<file path="src/sv/prescaled_compare_timer_bank_core_macros.svh">
// ----------------------------------------------------------------------------
// Timer bank assertion macros
// Shared concurrent assertion forms, clocked on clock and disabled in reset.
// ----------------------------------------------------------------------------
`ifndef PRESCALED_COMPARE_TIMER_BANK_CORE_MACROS_SVH
`define PRESCALED_COMPARE_TIMER_BANK_CORE_MACROS_SVH

// Same-cycle implication
`define PCTB_ASSERT_NOW(label, ante, cons, msg) \
   label: assert property (@(posedge clock) disable iff (reset) (ante) |-> (cons)) \
      else $error(msg);

// Next-cycle implication
`define PCTB_ASSERT_NEXT(label, ante, cons, msg) \
   label: assert property (@(posedge clock) disable iff (reset) (ante) |=> (cons)) \
      else $error(msg);

`endif

</file>
<file path="src/sv/pctb_pkg.sv">
// ----------------------------------------------------------------------------
// Timer bank package
// Sizes, request codes, compare modes and the per-timer record.
// ----------------------------------------------------------------------------
`timescale 1ns / 1ps

package pctb_pkg;

   localparam int NUM_TIMERS   = 16;
   localparam int RESULT_LIMIT = 16;

   // Field widths
   localparam int VAL_W  = 32;
   localparam int INT_W  = 16;
   localparam int ID_W   = 16;
   localparam int TIDX_W = 4;
   localparam int MODE_W = 2;
   localparam int CFG_W  = 5;

   // Derived sizes
   localparam int IDX_W   = (NUM_TIMERS > 1) ? $clog2(NUM_TIMERS) : 1;
   localparam int CNT_W   = $clog2(NUM_TIMERS + 1);
   localparam int LIM_W   = (CNT_W > CFG_W) ? CNT_W : CFG_W;
   localparam int SEL_W   = (IDX_W > TIDX_W) ? IDX_W : TIDX_W;
   localparam int FIRE_W  = $clog2(RESULT_LIMIT + 1);

   // Request codes
   localparam logic REQ_TICK = 1'b0;
   localparam logic REQ_LOAD = 1'b1;

   // Compare modes
   localparam logic [MODE_W-1:0] CMP_EQ = 2'd0;
   localparam logic [MODE_W-1:0] CMP_GE = 2'd1;
   localparam logic [MODE_W-1:0] CMP_LE = 2'd2;

   // One timer's full state
   typedef struct packed {
      logic [VAL_W-1:0]  value;
      logic [INT_W-1:0]  countdown;
      logic [INT_W-1:0]  interval;
      logic [INT_W-1:0]  step;
      logic              dir_down;
      logic [MODE_W-1:0] mode;
      logic [VAL_W-1:0]  threshold;
      logic              run;
      logic [ID_W-1:0]   action;
      logic [ID_W-1:0]   owner;
   } timer_rec_type;

   // Per-cell control
   typedef struct packed {
      logic shift;
      logic load;
   } cell_ctrl_type;

endpackage

</file>
<file path="src/sv/pctb_update.sv">
// ----------------------------------------------------------------------------
// Timer update unit
// Counts down the head record, steps its value and checks the compare.
// ----------------------------------------------------------------------------
`timescale 1ns / 1ps

module pctb_update (
   input  logic                    active,
   input  pctb_pkg::timer_rec_type rec_in,
   output pctb_pkg::timer_rec_type rec_out,
   output logic                    fire
);
   import pctb_pkg::*;

   logic [INT_W-1:0] cd_dec;
   logic [VAL_W-1:0] step_ext;
   logic             live;
   logic             hit;

   assign live     = active && rec_in.run;
   assign cd_dec   = rec_in.countdown - INT_W'(1);
   assign step_ext = VAL_W'(rec_in.step);

   // Countdown and value step
   always_comb begin
      rec_out = rec_in;
      if (live) begin
         rec_out.countdown = cd_dec;
         if (cd_dec == '0) begin
            rec_out.countdown = rec_in.interval;
            if (rec_in.dir_down) begin
               rec_out.value = rec_in.value - step_ext;
            end else begin
               rec_out.value = rec_in.value + step_ext;
            end
         end
      end
   end

   // Signed compare against threshold
   always_comb begin
      unique case (rec_in.mode)
         CMP_EQ:  hit = (rec_out.value == rec_in.threshold);
         CMP_GE:  hit = ($signed(rec_out.value) >= $signed(rec_in.threshold));
         CMP_LE:  hit = ($signed(rec_out.value) <= $signed(rec_in.threshold));
         default: hit = 1'b0;
      endcase
   end

   assign fire = live && hit;

endmodule

</file>
<file path="config.mk">
export PLATFORM = sky130hd
export DESIGN_NAME = pctb_update
export DESIGN_NICKNAME = d
export VERILOG_FILES = /design/src/sv/prescaled_compare_timer_bank_core_macros.svh /design/src/sv/pctb_pkg.sv /design/src/sv/pctb_update.sv
export SDC_FILE = /design/constraint.sdc
export NUM_CORES = 1
export LEC_CHECK = 0
export ABC_AREA = 0
export BUFFER_PORTS_ARGS = -buffer_cell sky130_fd_sc_hd__buf_2
export CORE_AREA = 2 2 117 119
export DETAILED_ROUTE_END_ITERATION = 10
export DIE_AREA = 0 0 119 121
export MAX_ROUTING_LAYER = met4
export PLACE_DENSITY = 0.74
export SYNTH_ARGS = -nofsm -noshare
export SYNTH_HDL_FRONTEND = slang
export SYNTH_SLANG_ARGS = --single-unit
</file>
<file path="constraint.sdc">
create_clock -name vclk -period 19
set_input_delay 2.85 -clock vclk [all_inputs]
set_output_delay 2.85 -clock vclk [all_outputs]
set_load 0.02 [all_outputs]
</file>
==> impl_metrics.json <==
{
  "status": "finished clean",
  "areaGrowthSynthToFinish_pct": 12.0,
  "portBuffers": 234,
  "p_leak_nw": 2.87,
  "ant_nets": 0,
  "hold_class": "in2out",
  "synth_cells": 709,
  "rsz0062_at_grt": "false",
  "multi_input_area_mm2": 0.00364,
  "grt_max_degree": 61,
  "ys_seq_area_share_pct": 0,
  "drv_slew": 0,
  "design.seq.count": 0,
  "ys.warnings.count": 0,
  "drc": 0,
  "dp.cells": 998,
  "synth_compound_area_share_pct": 28.1,
  "arrival_ns": 9.19,
  "synthDistinctLibCells": 60,
  "fp.coreArea_mm2": 0.0131,
  "postSynthAreaPerCell_um2": 6.62,
  "postCtsSetupBuffers": 0,
  "grt_pass1_wl_um": 22600,
  "cp.required_ns": 16.15,
  "clock.fmax_ghz": 0.0831,
  "finalSetupViolCount": 0,
  "path_common_cell": "a21oi_1",
  "wl_per_cell_um": 14.8,
  "fin_crit_ns": 12.04,
  "grt.total_usage_pct": 19.5,
  "initial_core_util_pct": 35.9,
  "synthXorXnorAreaFrac_pct": 8.37,
  "dr.first_iter.drc_count": 246,
  "maxCapViolCount": 0,
  "crit_type": "in2out",
  "synth_nets": 926,
  "die_area_mm2": 0.0144,
  "cts_hold_buf": 0,
  "synth_simple_gate_area_share_pct": 20.5,
  "vias": 5160,
  "num_rows": 42,
  "cts_resized": 0,
  "holdPathStages": 0,
  "syn_area_mm2": 0.00469,
  "tightest_slew_ns": 1.18,
  "drive_gt1_share_pct": 30.8,
  "crit_slowest_cell": "nor3b_1",
  "hold_viol_final": 0,
  "clkbuf_count": 0,
  "grt_antenna_before_repair": 0,
  "synthMuxAreaShare_pct": 2.27,
  "place_hpwl_um": 13000,
  "slew_headroom_pct": 21.0,
  "io_pins": 298,
  "die_h_um": 121,
  "fin_nets": 1041,
  "synth_top_family_by_area": "compound AO/OA/AOI/OAI gates",
  "diodes": 0,
  "register_area_um2": 0,
  "firstDrtPassIters": 4,
  "fin_cells": 998,
  "fillers": 1405,
  "crit_fanout": 9,
  "crit_path_start_kind": "primary input",
  "grt_pass1_vias": 4468,
  "overflow": 0,
  "finalWirelength_um": 14800,
  "gp_congestion": 0.935,
  "synth_fa_ha_area_share_pct": 18.3,
  "peakVddDrop_mv": 0.0119,
  "hp-start": "rec_in[13]",
  "finalSetupTns_ns": 0,
  "max_stage_delay_ns": 0.82,
  "worstSetupEndpointType": "output port",
  "die-width_um": 119,
  "fin_crit_sh_pct": 63.3,
  "powerDensity_mw_per_mm2": 29.4,
  "holdPathEnd": "rec_out[13]",
  "via_per_inst": 5.17
}
==> how the worst max path moves through the flow <==
stage | to | cells after the start | start | slack (ns)
2_1_floorplan | fire | 25 | rec_in[74] | 7.02
3_3_place_gp | fire | 23 | rec_in[100] | 6.90
3_5_place_dp | fire | 25 | rec_in[73] | 6.95
4_1_cts | fire | 25 | rec_in[73] | 6.93
5_1_grt | fire | 26 | rec_in[73] | 6.15
6_report | fire | 25 | rec_in[74] | 6.96
==> layout by cell type (no fill, tap or decap), drive strengths merged, types with 10 or more instances in the layout <==
master and instances:
ha 67, nand2b 10, nor2 43, o21ai 64, nand4 12, nand2 60
xor2 13, a21oi 75, inv 57, nor3 14, nand3 10, buf 235
xnor2 31, a21o 31
==> cell usage after synthesis (all sizes together) (5+ instances only) <==
library cell  number  share of area [%]
o21ai             64                6.8
clkbuf            20                1.6
ha                67                 18
nor2              43                3.4
a21o              31                5.0
or3                6                1.0
nor3              14                1.5
nand3b             5               0.80
mux2i              5                1.1
inv               57                4.6
nand4             12                1.6
a21oi             75                8.1
o22ai              5               0.67
nand2b            10                1.3
nand3             10                1.1
xnor2             31                5.9
xor2              13                2.4
nor4               8                1.5
buf              102                 16
nand2             60                4.9
o21bai             5               0.80
o21a               6               0.96
==> layout make-up <==
class	instances	share of cell area, %
multi-input combinational	530	69.3
timing repair buffer	235	22.4
tap	176	4.19
inverter	57	4.07
==> layer usage <==
metal  vias to the layer above  GRT usage [%]  routed length, um
met5                         -              -                  0
met4                         0           3.65                321
met3                        24           1.55                920
met2                       205           34.7               7240
met1                      2294           24.3               6290
li1                       2637              -                  -
==> power breakdown <==
part | internal, W | switching (W)
clock network | 0 | 0
registers | 0 | 0
logic | 0.0000626 | 0.0000920
total | 0.0000626 | 0.0000920
==> metrics by stage <==
step / total power, W / worst slack (ns) / area, um2 / util, % / hold WS (ns)
2_1_floorplan: 0.000123 / 7.02 / 4690 / - / 5.81
3_3_place_gp: 0.000153 / 6.90 / 5260 / 40.2 / 5.70
3_5_place_dp: 0.000154 / 6.95 / 5260 / 40.2 / 5.70
4_1_cts: 0.000155 / 6.93 / 5260 / 40.2 / 5.70
5_1_grt: 0.000171 / 6.15 / 5260 / 40.2 / 5.70
6_report: 0.000155 / 6.96 / 5260 / 40.2 / 5.70
==> critical path, delay by kind of cell <==
kind | cells | cell delay, ns
muxes | 2 | 0.58
adders and majority gates | 2 | 0.65
buffers and inverters | 2 | 0.36
and+or+nand+nor | 7 | 2.31
xor gates and xnor gates | 2 | 0.29
AOI/OAI and AO/OA | 10 | 2.14
==> logic make-up (layout without fill, tap and decap cells) <==
| group | Yosys count | after routing |
|---|---|---|
| compound gates | 219 | 219 |
| simple gates | 190 | 190 |
| buf+inv | 179 | 292 |
| fa+ha+maj | 68 | 68 |
| xor+xnor | 44 | 44 |
| mux | 9 | 9 |
Power figures use the tool's default switching activity.
