## src/sv/prescaled_compare_timer_bank_core_macros.svh

```systemverilog
// ----------------------------------------------------------------------------
// Timer bank assertion macros
// Shared concurrent assertion forms, clocked on clock and disabled in reset.
// ----------------------------------------------------------------------------
`ifndef PRESCALED_COMPARE_TIMER_BANK_CORE_MACROS_SVH
`define PRESCALED_COMPARE_TIMER_BANK_CORE_MACROS_SVH

// Same-cycle implication
`define PCTB_ASSERT_NOW(label, ante, cons, msg) \
   label: assert property (@(posedge clock) disable iff (reset) (ante) |-> (cons)) \
      else $error(msg);

// Next-cycle implication
`define PCTB_ASSERT_NEXT(label, ante, cons, msg) \
   label: assert property (@(posedge clock) disable iff (reset) (ante) |=> (cons)) \
      else $error(msg);

`endif

```

## src/sv/pctb_pkg.sv

```systemverilog
// ----------------------------------------------------------------------------
// Timer bank package
// Sizes, request codes, compare modes and the per-timer record.
// ----------------------------------------------------------------------------
`timescale 1ns / 1ps

package pctb_pkg;

   localparam int NUM_TIMERS   = 16;
   localparam int RESULT_LIMIT = 16;

   // Field widths
   localparam int VAL_W  = 32;
   localparam int INT_W  = 16;
   localparam int ID_W   = 16;
   localparam int TIDX_W = 4;
   localparam int MODE_W = 2;
   localparam int CFG_W  = 5;

   // Derived sizes
   localparam int IDX_W   = (NUM_TIMERS > 1) ? $clog2(NUM_TIMERS) : 1;
   localparam int CNT_W   = $clog2(NUM_TIMERS + 1);
   localparam int LIM_W   = (CNT_W > CFG_W) ? CNT_W : CFG_W;
   localparam int SEL_W   = (IDX_W > TIDX_W) ? IDX_W : TIDX_W;
   localparam int FIRE_W  = $clog2(RESULT_LIMIT + 1);

   // Request codes
   localparam logic REQ_TICK = 1'b0;
   localparam logic REQ_LOAD = 1'b1;

   // Compare modes
   localparam logic [MODE_W-1:0] CMP_EQ = 2'd0;
   localparam logic [MODE_W-1:0] CMP_GE = 2'd1;
   localparam logic [MODE_W-1:0] CMP_LE = 2'd2;

   // One timer's full state
   typedef struct packed {
      logic [VAL_W-1:0]  value;
      logic [INT_W-1:0]  countdown;
      logic [INT_W-1:0]  interval;
      logic [INT_W-1:0]  step;
      logic              dir_down;
      logic [MODE_W-1:0] mode;
      logic [VAL_W-1:0]  threshold;
      logic              run;
      logic [ID_W-1:0]   action;
      logic [ID_W-1:0]   owner;
   } timer_rec_type;

   // Per-cell control
   typedef struct packed {
      logic shift;
      logic load;
   } cell_ctrl_type;

endpackage

```

## src/sv/pctb_cell.sv

```systemverilog
// ----------------------------------------------------------------------------
// Timer cell
// Holds one timer record; loads it directly or takes its neighbor's record.
// ----------------------------------------------------------------------------
`timescale 1ns / 1ps

module pctb_cell (
   input  logic                   clock,
   input  logic                   reset,
   input  pctb_pkg::cell_ctrl_type ctrl,
   input  pctb_pkg::timer_rec_type load_rec,
   input  pctb_pkg::timer_rec_type shift_in,
   output pctb_pkg::timer_rec_type rec_out
);
   import pctb_pkg::*;

   timer_rec_type rec_ff;
   timer_rec_type rec_in;

   // Next record: load wins, otherwise take the neighbor's record
   always_comb begin
      rec_in = rec_ff;
      if (ctrl.load) begin
         rec_in = load_rec;
      end else if (ctrl.shift) begin
         rec_in = shift_in;
      end
   end

   // Run flag and value are cleared by reset; settings carry no reset
   always_ff @(posedge clock) begin
      if (reset) begin
         rec_ff.run   <= 1'b0;
         rec_ff.value <= '0;
      end else begin
         rec_ff <= rec_in;
      end
   end

   assign rec_out = rec_ff;

endmodule

```

## config.mk

```make
export PLATFORM = sky130hd
export DESIGN_NAME = pctb_cell
export DESIGN_NICKNAME = d
export VERILOG_FILES = /design/src/sv/prescaled_compare_timer_bank_core_macros.svh /design/src/sv/pctb_pkg.sv /design/src/sv/pctb_cell.sv
export SDC_FILE = /design/constraint.sdc
export NUM_CORES = 1
export LEC_CHECK = 0
export BUFFER_PORTS_ARGS = -buffer_cell sky130_fd_sc_hd__buf_2
export CAP_MARGIN = 20
export CORE_AREA = 10 10 167 169
export CTS_CLUSTER_DIAMETER = 60
export DETAILED_ROUTE_END_ITERATION = 7
export DIE_AREA = 0 0 177 179
export PLACE_DENSITY = 0.57
export SLEW_MARGIN = 20
export SYNTH_ARGS = -nofsm -noshare
export SYNTH_HDL_FRONTEND = slang
export SYNTH_SLANG_ARGS = --single-unit
```

## constraint.sdc

```tcl
create_clock -name clock -period 17.7 [get_ports clock]
set_input_delay 2.655 -clock clock [delete_from_list [all_inputs] [get_ports clock]]
set_output_delay 2.655 -clock clock [all_outputs]
set_load 0.01 [all_outputs]
```

==> impl_metrics.py <==
metrics = {
    "synth": {
        "ys_async_sr_fraction_pct": 0,
        "synth_top_family_by_area": "multiplexers",
        "synthMuxAreaShare_pct": 28.7,
        "ys_seq_elements": 148,
        "ys_warn_count": 0,
        "synth_common_cells": "115 x edfxtp_1, 99 x mux2_4, 33 x dfxtp_1, 33 x mux2i_1, 33 x nor2b_1",
        "ys_seq_area_share_pct": 59.2,
        "synthSimpleGateAreaFrac_pct": 3.08,
        "synth-xor-area-share_pct": 0,
        "synth_most_common_cell": "edfxtp_1",
        "synth_area_leaders": "edfxtp_1 50%, mux2_4 21%, dfxtp_1 9.5%",
        "avgSynthCellArea_um2": 17.7,
        "synth_nets": 693,
        "synth-compound-area-share_pct": 3.64,
        "netlist.area_leader.share_pct": 49.7,
        "yosys.area.top_type": "edfxtp_1",
        "synthAdderAreaFrac_pct": 0,
        "ys_types": 17,
        "synth.cell_area_um2": 6950,
        "synthFlopType": "edfxtp_1",
        "syn_inst": 393,
        "synth_edf_count": 115,
    },
    "final_layout": {
        "largest_reg_flops": 148,
        "area_delta_synth_final_pct": 42.3,
        "fin_area_um2": 9890,
        "instances_no_fill": 1182,
        "drive_gt1_share_pct": 70.8,
        "final_util_pct": 39.9,
        "fin_nets": 1136,
    },
    "worst_setup_path": {
        "reg2reg_depth": 2,
        "critPathCapture": "rec_out[3]$_DFFE_PP_",
        "required_ps": 17740,
        "startpoint": "ctrl[1]",
        "crit_family": "buffers and inverters",
        "crit_path_cell_trace": "buf_2 > buf_4 > nor2_1 > nor2_4 > buf_4 > buf_4",
        "slowest_stage": "buf_4",
        "crit_top_cell": "buf_4",
        "crit_buf_inv": 4,
        "worst_setup_path_start_kind": "primary input",
        "cp_num_cells": 6,
        "reg2reg_to": "rec_out[132]$_SDFFE_PP0P_",
        "crit_arrival_ps": 4860,
        "rr_startpoint": "rec_out[132]$_SDFFE_PP0P_",
        "crit_type": "in -> reg",
        "worstSetupEndpointType": "register",
        "r2r_slack_ps": 16920,
        "cp_max_fo": 65,
        "critical-path-max-stage-delay_ps": 750,
    },
    "power": {
        "pwr-share-clk_pct": 39.0,
        "leakage_nw": 4.67,
        "combPwrFrac_pct": 16.2,
        "p_sw_share_pct": 26.2,
        "vdd_ir_drop_max_v": 0.0000444,
        "powerDensity_nw_per_um2": 95.1,
        "internal_power_mw": 0.694,
        "seqPwrFrac_pct": 44.8,
        "p_sw_mw": 0.246,
    },
    "detailed_routing": {
        "wl_met1_um": 9570,
        "vias": 5052,
        "wl_per_cell_um": 21.4,
        "routed_wl_um": 25300,
        "post-route-drc-count": 0,
        "vias_per_cell": 4.27,
        "dr.pass1.iters": 4,
        "antenna_left": 0,
        "drtIter0Drc": 168,
        "wl_met2_um": 13100,
        "top_layer": "met5",
        "wl_met3_um": 2340,
    },
    "sta": {
        "finalHoldWorstSlack_ps": 554,
        "max_freq_mhz": 207,
        "rsz0062_at_grt": "false",
        "drv_slew": 0,
        "finalClockSkew_ps": 0,
        "tightest_slew_ps": 862,
        "period_needed_ps": 4820,
        "hold_viol": 0,
        "setup_viol": 0,
        "min_period_over_period_pct": 27.3,
        "relSlewSlack_pct": 42.6,
        "setup_tns_ps": 0,
    },
    "clocking": {
        "hold_buffers": 0,
        "cts_root_buf": "clkbuf_16",
        "post_cts_buffers": 0,
        "cts_resized": 0,
        "cts_tree": "done",
        "cts_buffers": 17,
        "cts_sinks": 148,
        "clkTransAtPathRegs_ps": 70,
        "clk_latency_ps": 410,
        "cts_max_level": 4,
        "clk_path_buf_depth": 2,
    },
    "placement": {
        "port_buffers": 447,
        "dp.final_hpwl_um": 20500,
        "placed_area_um2": 9280,
        "dp_cells": 1147,
        "place_congestion": 0.791,
    },
    "grt": {
        "grt_pass1_wl_um": 35100,
        "antenna_found_initial": 7,
        "grtUsageTotal_pct": 14.9,
        "grt.overflow.total": 0,
        "first_global_vias": 5431,
        "grt_max_degree": 66,
    },
    "floorplanning": {
        "ios": 448,
        "die_area_um2": 31700,
        "die_w_um": 177,
        "rows": 58,
        "start_util_pct": 28.1,
        "die_h_um": 179,
        "core-area_um2": 24700,
    },
    "run": {
        "drv_cap": 0,
    },
    "outcome": {
        "status": "finished, final reports clean",
    },
    "hold_path": {
        "min_path_type": "reg -> reg",
        "whs_path_depth": 2,
    },
}
[stage by stage]
step / setup slack, ps / power, mW
floorplan: 9150 / 0.513
global placement: 12390 / 0.582
detailed placement: 12430 / 0.584
CTS: 12880 / 0.955
global route: 12740 / 0.984
finish: 12880 / 0.940
[tightest hold or removal path, cell delays in order (launching register included)]
cell and delay [ps]:
dfxtp_1 310, mux2i_1 120, a211oi_1 80
[cell type report]
cell class	count	area (um2)
clock buffers	18	429
clock inverters	14	166
fillers	2392	14900
inverters	1	3.75
well taps	330	413
repair buffers	452	2280
flip-flops and latches	148	4110
diodes	3	7.51
multi-input cells	216	2470
[worst min path at each step]
stage,startpoint,to,slack (ps)
6_report,rec_out[134]$_SDFFE_PP0P_,rec_out[134]$_SDFFE_PP0P_,550
5_1_grt,rec_out[117]$_SDFFE_PP0P_,rec_out[117]$_SDFFE_PP0P_,580
4_1_cts,rec_out[134]$_SDFFE_PP0P_,rec_out[134]$_SDFFE_PP0P_,560
3_5_place_dp,rec_out[134]$_SDFFE_PP0P_,rec_out[134]$_SDFFE_PP0P_,550
3_3_place_gp,rec_out[136]$_SDFFE_PP0P_,rec_out[136]$_SDFFE_PP0P_,540
2_1_floorplan,rec_out[143]$_SDFFE_PP0P_,rec_out[143]$_SDFFE_PP0P_,570
[kinds of logic (layout without fill, tap and decap cells)]
logic type / after synthesis / in the layout
buf+inv: 29 / 485
mux: 148 / 148
flops: 148 / 148
simple gates: 35 / 35
compound gates: 33 / 33
other cells: 0 / 3
[placed cells by master (no fill, tap or decap)]
master / netlist / final
nor2_4: 0 / 1
buf_2: 2 / 446
nor2b_1: 33 / 33
clkbuf_16: 0 / 17
inv_6: 0 / 4
mux2_4: 99 / 99
buf_4: 2 / 5
a211oi_1: 32 / 32
clkbuf_1: 5 / 1
mux2i_1: 33 / 33
a211oi_2: 1 / 1
nor2_1: 2 / 1
buf_6: 4 / 1
bufinv_16: 0 / 1
inv_2: 1 / 1
dfxtp_1: 33 / 33
diode_2: 0 / 3
inv_8: 0 / 3
edfxtp_1: 115 / 115
mux2_2: 16 / 16
clkinv_4: 0 / 4
clkinv_8: 0 / 2
[per-layer routing]
metal | GRT usage [%] | vias to the layer above
met3 | 6.17 | 18
li1 | - | 2394
met2 | 26.5 | 247
met1 | 16.0 | 2387
met5 | 0 | -
met4 | 4.17 | 6
[power by group through the flow]
stage	clock (mW)	combinational, mW	sequential (mW)
after floorplan	0	0.0652	0.447
after global placement	0	0.153	0.428
after detailed placement	0	0.155	0.428
after CTS	0.379	0.155	0.421
after global routing	0.395	0.165	0.424
final	0.366	0.153	0.421
Note: power is estimated with default switching activity, not from simulation.
